--- src/rtl/pic_pkg.sv ---
// ----------------------------------------------------------------------------
// pic_pkg
// Shared types and constants for the priority interrupt controller.
// ----------------------------------------------------------------------------
package pic_pkg;

	localparam int unsigned NumLines = 8;
	localparam int unsigned LineW    = $clog2(NumLines);

	localparam logic [7:0] BaseMask  = 8'hf8;
	localparam logic [7:0] NoVector  = 8'hff;
	localparam logic [7:0] Icw1Flag  = 8'h10;
	localparam logic [7:0] MaskReset = 8'hff;

	typedef enum logic [2:0] {
		CMD_RAISE = 3'd0,
		CMD_ACK   = 3'd1,
		CMD_EOI   = 3'd2,
		CMD_WRITE = 3'd3,
		CMD_READ  = 3'd4
	} cmd_t;

	typedef enum logic [1:0] {
		PHASE_RUN  = 2'd0,
		PHASE_ICW2 = 2'd1,
		PHASE_ICW3 = 2'd2,
		PHASE_ICW4 = 2'd3
	} phase_t;

	typedef struct packed {
		logic [2:0]       command;
		logic [LineW-1:0] line;
		logic             address_bit;
		logic [7:0]       write_data;
	} item_t;

	typedef struct packed {
		logic       interrupt_out;
		logic [7:0] vector;
		logic       vector_from_slave;
		logic [7:0] read_data;
		logic       read_valid;
	} result_t;

	typedef struct packed {
		logic             found;
		logic             in_service;
		logic [LineW-1:0] idx;
	} scan_t;

endpackage

--- src/rtl/pic_if.sv ---
// ----------------------------------------------------------------------------
// pic_if
// Command and result channels of the interrupt controller.
// ----------------------------------------------------------------------------
interface pic_cmd_if;
	logic       valid;
	logic       ready;
	logic [2:0] command;
	logic [2:0] line;
	logic       address_bit;
	logic [7:0] write_data;

	modport source (output valid, command, line, address_bit, write_data, input ready);
	modport sink   (input valid, command, line, address_bit, write_data, output ready);
endinterface

interface pic_res_if;
	logic       valid;
	logic       ready;
	logic       interrupt_out;
	logic [7:0] vector;
	logic       vector_from_slave;
	logic [7:0] read_data;
	logic       read_valid;

	modport source (output valid, interrupt_out, vector, vector_from_slave, read_data,
		read_valid, input ready);
	modport sink   (input valid, interrupt_out, vector, vector_from_slave, read_data,
		read_valid, output ready);
endinterface

--- src/rtl/pic_scan.sv ---
// ----------------------------------------------------------------------------
// pic_scan
// Priority scan: first line from 0 upward that is in service or is
// requested and unmasked.
// ----------------------------------------------------------------------------
module pic_scan (
	input  logic [pic_pkg::NumLines-1:0] request_bits,
	input  logic [pic_pkg::NumLines-1:0] mask_bits,
	input  logic [pic_pkg::NumLines-1:0] service_bits,
	output pic_pkg::scan_t               scan
);

	logic [pic_pkg::NumLines-1:0] hit;

	assign hit = service_bits | (request_bits & ~mask_bits);

	always_comb begin
		scan = '0;
		for (int i = pic_pkg::NumLines - 1; i >= 0; i--) begin
			if (hit[i]) begin
				scan.found      = 1'b1;
				scan.in_service = service_bits[i];
				scan.idx        = pic_pkg::LineW'(i);
			end
		end
	end

endmodule

--- src/rtl/pic_core.sv ---
// ----------------------------------------------------------------------------
// pic_core
// Controller state and the per-command update; produces one result per beat.
// ----------------------------------------------------------------------------
module pic_core (
	input  logic             clk,
	input  logic             arst_n,
	input  logic             en,
	input  pic_pkg::item_t   item,
	input  logic             is_master,
	output pic_pkg::result_t result
);

	localparam int unsigned N = pic_pkg::NumLines;

	logic [N-1:0]           request_q, service_q, mask_q;
	logic [7:0]             icw1_q, icw2_q, icw3_q, icw4_q;
	pic_pkg::phase_t        phase_q;
	logic [N-1:0]           chosen_bit_q;
	logic [7:0]             chosen_vec_q;
	logic                   chosen_slave_q;
	logic                   pending_q;

	logic [N-1:0]           request_d, service_d, mask_d;
	logic [7:0]             icw1_d, icw2_d, icw3_d, icw4_d;
	pic_pkg::phase_t        phase_d;
	logic [N-1:0]           chosen_bit_d;
	logic [7:0]             chosen_vec_d;
	logic                   chosen_slave_d;
	logic                   pending_d;

	logic [N-1:0]           line_bit;
	logic [N-1:0]           raise_req;
	logic                   slave_line;
	pic_pkg::scan_t         scan;
	pic_pkg::phase_t        after_cascade;

	assign line_bit      = N'(1) << item.line;
	assign raise_req     = request_q | line_bit;
	assign slave_line    = is_master & icw3_q[scan.idx];
	assign after_cascade = icw1_q[0] ? pic_pkg::PHASE_ICW4 : pic_pkg::PHASE_RUN;

	pic_scan u_scan (
		.request_bits (raise_req),
		.mask_bits    (mask_q),
		.service_bits (service_q),
		.scan         (scan)
	);

	always_comb begin
		request_d      = request_q;
		service_d      = service_q;
		mask_d         = mask_q;
		icw1_d         = icw1_q;
		icw2_d         = icw2_q;
		icw3_d         = icw3_q;
		icw4_d         = icw4_q;
		phase_d        = phase_q;
		chosen_bit_d   = chosen_bit_q;
		chosen_vec_d   = chosen_vec_q;
		chosen_slave_d = chosen_slave_q;
		pending_d      = pending_q;
		result         = '0;

		unique case (item.command)
			pic_pkg::CMD_RAISE: begin
				request_d = raise_req;
				if ((line_bit & ~mask_q & ~service_q) != '0 && scan.found) begin
					if (scan.in_service) begin
						pending_d = 1'b0;
					end else begin
						chosen_bit_d   = N'(1) << scan.idx;
						chosen_slave_d = slave_line;
						chosen_vec_d   = slave_line ? pic_pkg::NoVector
							: ((icw2_q & pic_pkg::BaseMask) | 8'(scan.idx));
						pending_d      = 1'b1;
					end
				end
			end
			pic_pkg::CMD_ACK: begin
				service_d                = service_q | chosen_bit_q;
				pending_d                = 1'b0;
				result.vector            = chosen_vec_q;
				result.vector_from_slave = chosen_slave_q;
			end
			pic_pkg::CMD_EOI: begin
				service_d = service_q & ~chosen_bit_q;
				request_d = request_q & ~chosen_bit_q;
			end
			pic_pkg::CMD_WRITE: begin
				if (item.address_bit) begin
					unique case (phase_q)
						pic_pkg::PHASE_RUN: mask_d = item.write_data;
						pic_pkg::PHASE_ICW2: begin
							icw2_d = item.write_data;
							if (icw1_q[1]) begin
								icw3_d  = '0;
								phase_d = after_cascade;
							end else begin
								phase_d = pic_pkg::PHASE_ICW3;
							end
						end
						pic_pkg::PHASE_ICW3: begin
							icw3_d  = item.write_data;
							phase_d = after_cascade;
						end
						pic_pkg::PHASE_ICW4: begin
							icw4_d  = item.write_data;
							phase_d = pic_pkg::PHASE_RUN;
						end
					endcase
				end else if ((item.write_data & pic_pkg::Icw1Flag) != '0) begin
					icw1_d  = item.write_data;
					phase_d = pic_pkg::PHASE_ICW2;
				end
			end
			pic_pkg::CMD_READ: begin
				if (item.address_bit && phase_q == pic_pkg::PHASE_RUN) begin
					result.read_data  = mask_q;
					result.read_valid = 1'b1;
				end
			end
			default: ;
		endcase

		result.interrupt_out = pending_d;
	end

	always_ff @(posedge clk or negedge arst_n) begin
		if (!arst_n) begin
			request_q      <= '0;
			service_q      <= '0;
			mask_q         <= pic_pkg::MaskReset;
			icw1_q         <= '0;
			icw2_q         <= '0;
			icw3_q         <= '0;
			icw4_q         <= '0;
			phase_q        <= pic_pkg::PHASE_RUN;
			chosen_bit_q   <= '0;
			chosen_vec_q   <= '0;
			chosen_slave_q <= 1'b0;
			pending_q      <= 1'b0;
		end else if (en) begin
			request_q      <= request_d;
			service_q      <= service_d;
			mask_q         <= mask_d;
			icw1_q         <= icw1_d;
			icw2_q         <= icw2_d;
			icw3_q         <= icw3_d;
			icw4_q         <= icw4_d;
			phase_q        <= phase_d;
			chosen_bit_q   <= chosen_bit_d;
			chosen_vec_q   <= chosen_vec_d;
			chosen_slave_q <= chosen_slave_d;
			pending_q      <= pending_d;
		end
	end

endmodule

--- src/rtl/priority_interrupt_controller.sv ---
// ----------------------------------------------------------------------------
// priority_interrupt_controller
// Eight-line priority interrupt controller with ICW initialisation sequence.
// ----------------------------------------------------------------------------
//  channel  | dir | handshake        | beat
//  cmd      | in  | valid/ready      | command, line, address_bit, write_data
//  res      | out | valid/ready      | interrupt_out, vector, vector_from_slave,
//           |     |                  | read_data, read_valid
//  cfg      | in  | cfg_we           | cfg_wdata -> is_master
//
//  One beat per cycle sustained while res.ready stays high; a command passes through
//  the input register, then state update and result register.
//  Reset clears all state; mask resets to all ones.
//  A stalled result holds the input stage; both stages fill before cmd.ready drops.
module priority_interrupt_controller (
	input  logic         clk,
	input  logic         arst_n,
	input  logic         cfg_we,
	input  logic         cfg_wdata,
	pic_cmd_if.sink      cmd,
	pic_res_if.source    res
);

	logic              is_master_q;
	logic              valid_s1;
	pic_pkg::item_t    item_s1;
	logic              valid_s2;
	pic_pkg::result_t  res_s2;
	pic_pkg::result_t  result;
	logic              adv_s1;

	assign adv_s1    = valid_s1 && (!valid_s2 || res.ready);
	assign cmd.ready = !valid_s1 || adv_s1;

	always_ff @(posedge clk or negedge arst_n) begin
		if (!arst_n) begin
			is_master_q <= 1'b0;
		end else if (cfg_we) begin
			is_master_q <= cfg_wdata;
		end
	end

	always_ff @(posedge clk or negedge arst_n) begin
		if (!arst_n) begin
			valid_s1 <= 1'b0;
			item_s1  <= '0;
		end else if (cmd.ready) begin
			valid_s1 <= cmd.valid;
			item_s1  <= '{command: cmd.command, line: cmd.line,
				address_bit: cmd.address_bit, write_data: cmd.write_data};
		end
	end

	pic_core u_core (
		.clk       (clk),
		.arst_n    (arst_n),
		.en        (adv_s1),
		.item      (item_s1),
		.is_master (is_master_q),
		.result    (result)
	);

	always_ff @(posedge clk or negedge arst_n) begin
		if (!arst_n) begin
			valid_s2 <= 1'b0;
			res_s2   <= '0;
		end else if (!valid_s2 || res.ready) begin
			valid_s2 <= valid_s1;
			res_s2   <= result;
		end
	end

	assign res.valid             = valid_s2;
	assign res.interrupt_out     = res_s2.interrupt_out;
	assign res.vector            = res_s2.vector;
	assign res.vector_from_slave = res_s2.vector_from_slave;
	assign res.read_data         = res_s2.read_data;
	assign res.read_valid        = res_s2.read_valid;

endmodule

--- src/flat_wrapper.sv ---
// flat-port wrapper written by rule: the top's interface ports become plain ports
module priority_interrupt_controller_flat 
  (clk, arst_n, cfg_we, cfg_wdata, cmd_valid, cmd_command, cmd_line, cmd_address_bit, cmd_write_data, cmd_ready, res_valid, res_interrupt_out, res_vector, res_vector_from_slave, res_read_data, res_read_valid, res_ready);
  pic_cmd_if cmd_i ();
  pic_res_if res_i ();
  input  logic clk;
  input  logic arst_n;
  input  logic cfg_we;
  input  logic cfg_wdata;
  input wire logic [$bits(cmd_i.valid)-1:0] cmd_valid;
  input wire logic [$bits(cmd_i.command)-1:0] cmd_command;
  input wire logic [$bits(cmd_i.line)-1:0] cmd_line;
  input wire logic [$bits(cmd_i.address_bit)-1:0] cmd_address_bit;
  input wire logic [$bits(cmd_i.write_data)-1:0] cmd_write_data;
  output wire logic [$bits(cmd_i.ready)-1:0] cmd_ready;
  output wire logic [$bits(res_i.valid)-1:0] res_valid;
  output wire logic [$bits(res_i.interrupt_out)-1:0] res_interrupt_out;
  output wire logic [$bits(res_i.vector)-1:0] res_vector;
  output wire logic [$bits(res_i.vector_from_slave)-1:0] res_vector_from_slave;
  output wire logic [$bits(res_i.read_data)-1:0] res_read_data;
  output wire logic [$bits(res_i.read_valid)-1:0] res_read_valid;
  input wire logic [$bits(res_i.ready)-1:0] res_ready;
  assign cmd_i.valid = cmd_valid;
  assign cmd_i.command = cmd_command;
  assign cmd_i.line = cmd_line;
  assign cmd_i.address_bit = cmd_address_bit;
  assign cmd_i.write_data = cmd_write_data;
  assign cmd_ready = cmd_i.ready;
  assign res_valid = res_i.valid;
  assign res_interrupt_out = res_i.interrupt_out;
  assign res_vector = res_i.vector;
  assign res_vector_from_slave = res_i.vector_from_slave;
  assign res_read_data = res_i.read_data;
  assign res_read_valid = res_i.read_valid;
  assign res_i.ready = res_ready;
  priority_interrupt_controller u_core (.clk(clk), .arst_n(arst_n), .cfg_we(cfg_we), .cfg_wdata(cfg_wdata), .cmd(cmd_i), .res(res_i));
endmodule
--- config.mk ---
export PLATFORM = sky130hd
export DESIGN_NAME = priority_interrupt_controller_flat
export DESIGN_NICKNAME = d
export VERILOG_FILES = /design/src/rtl/pic_pkg.sv /design/src/rtl/pic_if.sv /design/src/rtl/pic_scan.sv /design/src/rtl/pic_core.sv /design/src/rtl/priority_interrupt_controller.sv /design/src/flat_wrapper.sv
export SDC_FILE = /design/constraint.sdc
export NUM_CORES = 1
export LEC_CHECK = 0
export BUFFER_PORTS_ARGS = -buffer_cell sky130_fd_sc_hd__buf_2
export CAP_MARGIN = 20
export CORE_MARGIN = 4
export CORE_UTILIZATION = 40
export DETAILED_ROUTE_END_ITERATION = 6
export PLACE_DENSITY = 0.59
export SLEW_MARGIN = 10
export SYNTH_ARGS = -nofsm -noshare
export SYNTH_HDL_FRONTEND = slang
export SYNTH_SLANG_ARGS = --single-unit
--- constraint.sdc ---
create_clock -name clk -period 2.25 [get_ports clk]
set_input_delay 0.45 -clock clk [delete_from_list [all_inputs] [get_ports clk]]
set_output_delay 0.45 -clock clk [all_outputs]
set_load 0.05 [all_outputs]
==> run_results.csv <==
group,metric,value,unit
run_status,status,"finished, violations left",
run_status,violations,"setup timing",
critical_path,r2r-start,"u_core.item_s1[9]",
flow_run,maxCapViolCount,0,
die,coreArea,11500,µm²
critical_path,r2r_slack,-0.16,ns
sta,period_needed,2.41,ns
detailed_routing,vias,3780,
sta,relSlewSlack,0.629,
clocking,cts.sinks,96,
sta,finalSetupTns,-2.29,ns
grt,grt_max_degree,97,
synth,syn_avg_cell_area,11.0,µm²
clocking,cts_max_level,3,
sta,skew,0.00858,ns
synth,synthMuxAreaShare,0.0986,
synth,ys_types,70,
critical_path,r2r-end,"u_core.u_core.chosen_vec_q[6]",
clocking,clk_transition_reported_paths,0.07,ns
synth,syn_nets,448,
synth,synthCells,427,
place,io_buffer_count,41,
detailed_routing,wl_per_cell,19.3,µm
sta,worst_slew_pin_slew,0.557,ns
clocking,ctsHoldBuffers,0,
synth,synth_top_family_by_area,"compound AO/OA/AOI/OAI gates",
sta,finalSetupViolCount,17,
power_and_ir_drop,peakVddDrop,537,µV
finish,fin_cells,682,
sta,drv_slew,0,
finish,fillers,1004,
die,start_util,0.409,
synth,seq_area_frac_synth,0.514,
place,place.gp.congestion,0.921,
finish,antenna_cells,0,
grt,grt_pass1_wl,20400,µm
synth,synth_edf_count,0,
sta,fmax,0.414,GHz
sta,timing.final.crit_share,1.07,
power_and_ir_drop,finalPower,6.45,mW
detailed_routing,drtPass1Iterations,4,
sta,setup_slack,-0.165,ns
grt,antenna_found_initial,0,
critical_path,crit_path_end,"u_core.u_core.chosen_vec_q[6]",
finish,area_delta_synth_final,32.8,%
die,die_w,116,µm
critical_path,worstSetupEndpointType,"flip-flop",
grt,grt_pass1_vias,3776,
grt,overflow,0,
power_and_ir_drop,powerDensity,1030,nW/µm²
place,dpl.cell_count,642,
clocking,cts_inserted_buffers,9,
clocking,cts_buffer_depth,2,
synth,ys.warnings.count,0,
critical_path,crit_arrival,2.65,ns
detailed_routing,wl,13100,µm
detailed_routing,drtIter0Drc,217,
place,hpwl,9040,µm
die,rows,39,
place,place_ws,-0.177,ns
critical_path,critPathRequiredTime,2.49,ns
min_path,hold_class,"input pin to asynchronous set/reset pin",
synth,synth_adder_area_share,0,
synth,synth_seq_cells,96,
power_and_ir_drop,p_leak,2.88,nW
clocking,insertion_delay,0.35,ns
die,die_area,13500,µm²
critical_path,cp-start-kind,"flip-flop",
sta,rsz0062_at_grt,"true",
synth,synth-simple-area-share,0.146,
synth,synth_flop_cell,"dfrtp_1",
synth,async_flop_share,1.00,
critical_path,worstPathMaxFanout,7,
detailed_routing,ant_nets,0,
grt,grt_use_total,0.199,
die,ioPinCount,42,
finish,layout-drive-gt1-share,0.438,
clocking,cts_tree,"built",
clocking,ctsRootBufferMaster,"clkbuf_16",
critical_path,worstSetupStartpoint,"u_core.item_s1[9]",
sta,hold_viol_final,0,
synth,syn_area,4690,µm²
critical_path,reg2reg_depth,10,
synth,synth_compound_area_frac,0.197,
die,die_h,116,µm
detailed_routing,routed_via_density,5.54,
critical_path,path_class,"flip-flop to flip-flop",
synth,synth-xor-area-share,0.00187,
detailed_routing,drcViolationCount,0,
finish,nets,555,
finish,post-route-util,0.543,
## cell usage in the layout, fill, tap and decap left out, types with 11 or more instances in the layout
cell type,n
inv_1,16
a22o_1,18
nand3_1,13
o21ai_0,21
clkbuf_16,11
nor2_1,17
o21ai_2,13
nand2_1,33
buf_2,40
dfrtp_1,86
buf_4,62
a21oi_1,14
mux2_2,34
## worst max-delay path, stage by stage, from the launching register on
cell       delay, ns
dfrtp_2         0.46
buf_4           0.16
and4bb_4        0.21
nor3_4          0.25
buf_6           0.18
nand4b_1        0.10
a21o_1          0.20
o22a_1          0.23
a32oi_4         0.26
clkbuf_16       0.20
o21ai_2         0.05
## worst min path at each step
stage | endpoint | slack, ns | cells after the start | start
floorplan | asynchronous set/reset pin | 0.15 | 0 | arst_n
detailed placement | u_core.u_core.chosen_slave_q | 0.48 | 2 | u_core.u_core.chosen_slave_q
CTS | asynchronous set/reset pin | 0.18 | 2 | arst_n
finish | u_core.u_core.request_q[4] | 0.12 | 2 | arst_n
global placement | u_core.res.valid | 0.48 | 1 | u_core.valid_s1
global route | u_core.u_core.request_q[6] | 0.19 | 2 | arst_n
## flip-flops by register name, indices dropped and copies added, names as in the netlist, 2 cells and up, named ones only
signal	cells
u_core.u_core.mask_q	8
u_core.u_core.icw3_q	8
u_core.u_core.icw2_q	5
u_core.u_core.phase_q	2
u_core.item_s1	15
u_core.res.vector	8
u_core.u_core.chosen_vec_q	8
u_core.res.read_data	8
u_core.u_core.request_q	8
u_core.u_core.icw1_q	2
u_core.u_core.chosen_bit_q	8
## cell usage after synthesis (all sizes together) (7+ instances only)
cell type	instances	area share
dfrtp	88	0.47
nand2	42	0.034
o21ai	35	0.045
mux2	34	0.082
a22o	18	0.034
nor2	18	0.015
inv	17	0.014
a21oi	16	0.018
nand3	16	0.017
clkbuf	13	0.010
buf	10	0.019
nor2b	10	0.013
nor3	9	0.012
dfstp	8	0.045
mux2i	8	0.017
a31oi	7	0.011
and3	7	0.0093
o31ai	7	0.011
## cells by family after synthesis
| family | count (synthesis) |
|---|---|
| and+or+nand+nor | 130 |
| AOI/OAI and AO/OA | 118 |
| muxes | 42 |
| buffers and inverters | 40 |
| xor gates and xnor gates | 1 |
| DFF | 96 |
## stage by stage
step | hold slack [ns] | instance area (µm²)
after floorplan | 0.154 | 4710
after global placement | 0.475 | 5400
after detailed placement | 0.479 | 5400
after CTS | 0.181 | 5860
after global routing | 0.189 | 6230
final | 0.119 | 6230
## area by class of cell
class | instances | area [µm²] | area share
Multi-Input combinational cell | 291 | 2340 | 0.375
Clock buffer | 12 | 246 | 0.0396
Sequential cell | 96 | 2410 | 0.387
Timing Repair Buffer | 119 | 936 | 0.150
Tap cell | 143 | 179 | 0.0287
Inverter | 17 | 63.8 | 0.0102
Clock inverter | 4 | 52.6 | 0.00843
## power breakdown
part	total (mW)	switching (mW)	internal, mW
combinational	2.29	1.18	1.10
sequential	2.61	0.426	2.18
clock	1.55	0.655	0.899
## what timing repair did
action,CTS,global route
setup buffers,8,13
setup endpoints to repair,17,17
pin swaps,7,7
cloned,1,3
gates resized for setup,19,51
## per-layer routing
| metal | wire (µm) | global-route usage | vias to the layer above |
|---|---|---|---|
| met3 | 481 | 0.0316 | 13 |
| li1 | - | - | 1788 |
| met4 | 274 | 0.0843 | 0 |
| met2 | 6340 | 0.307 | 74 |
| met5 | 0 | 0 | - |
| met1 | 6040 | 0.281 | 1905 |
(Power assumes the default switching activity.)
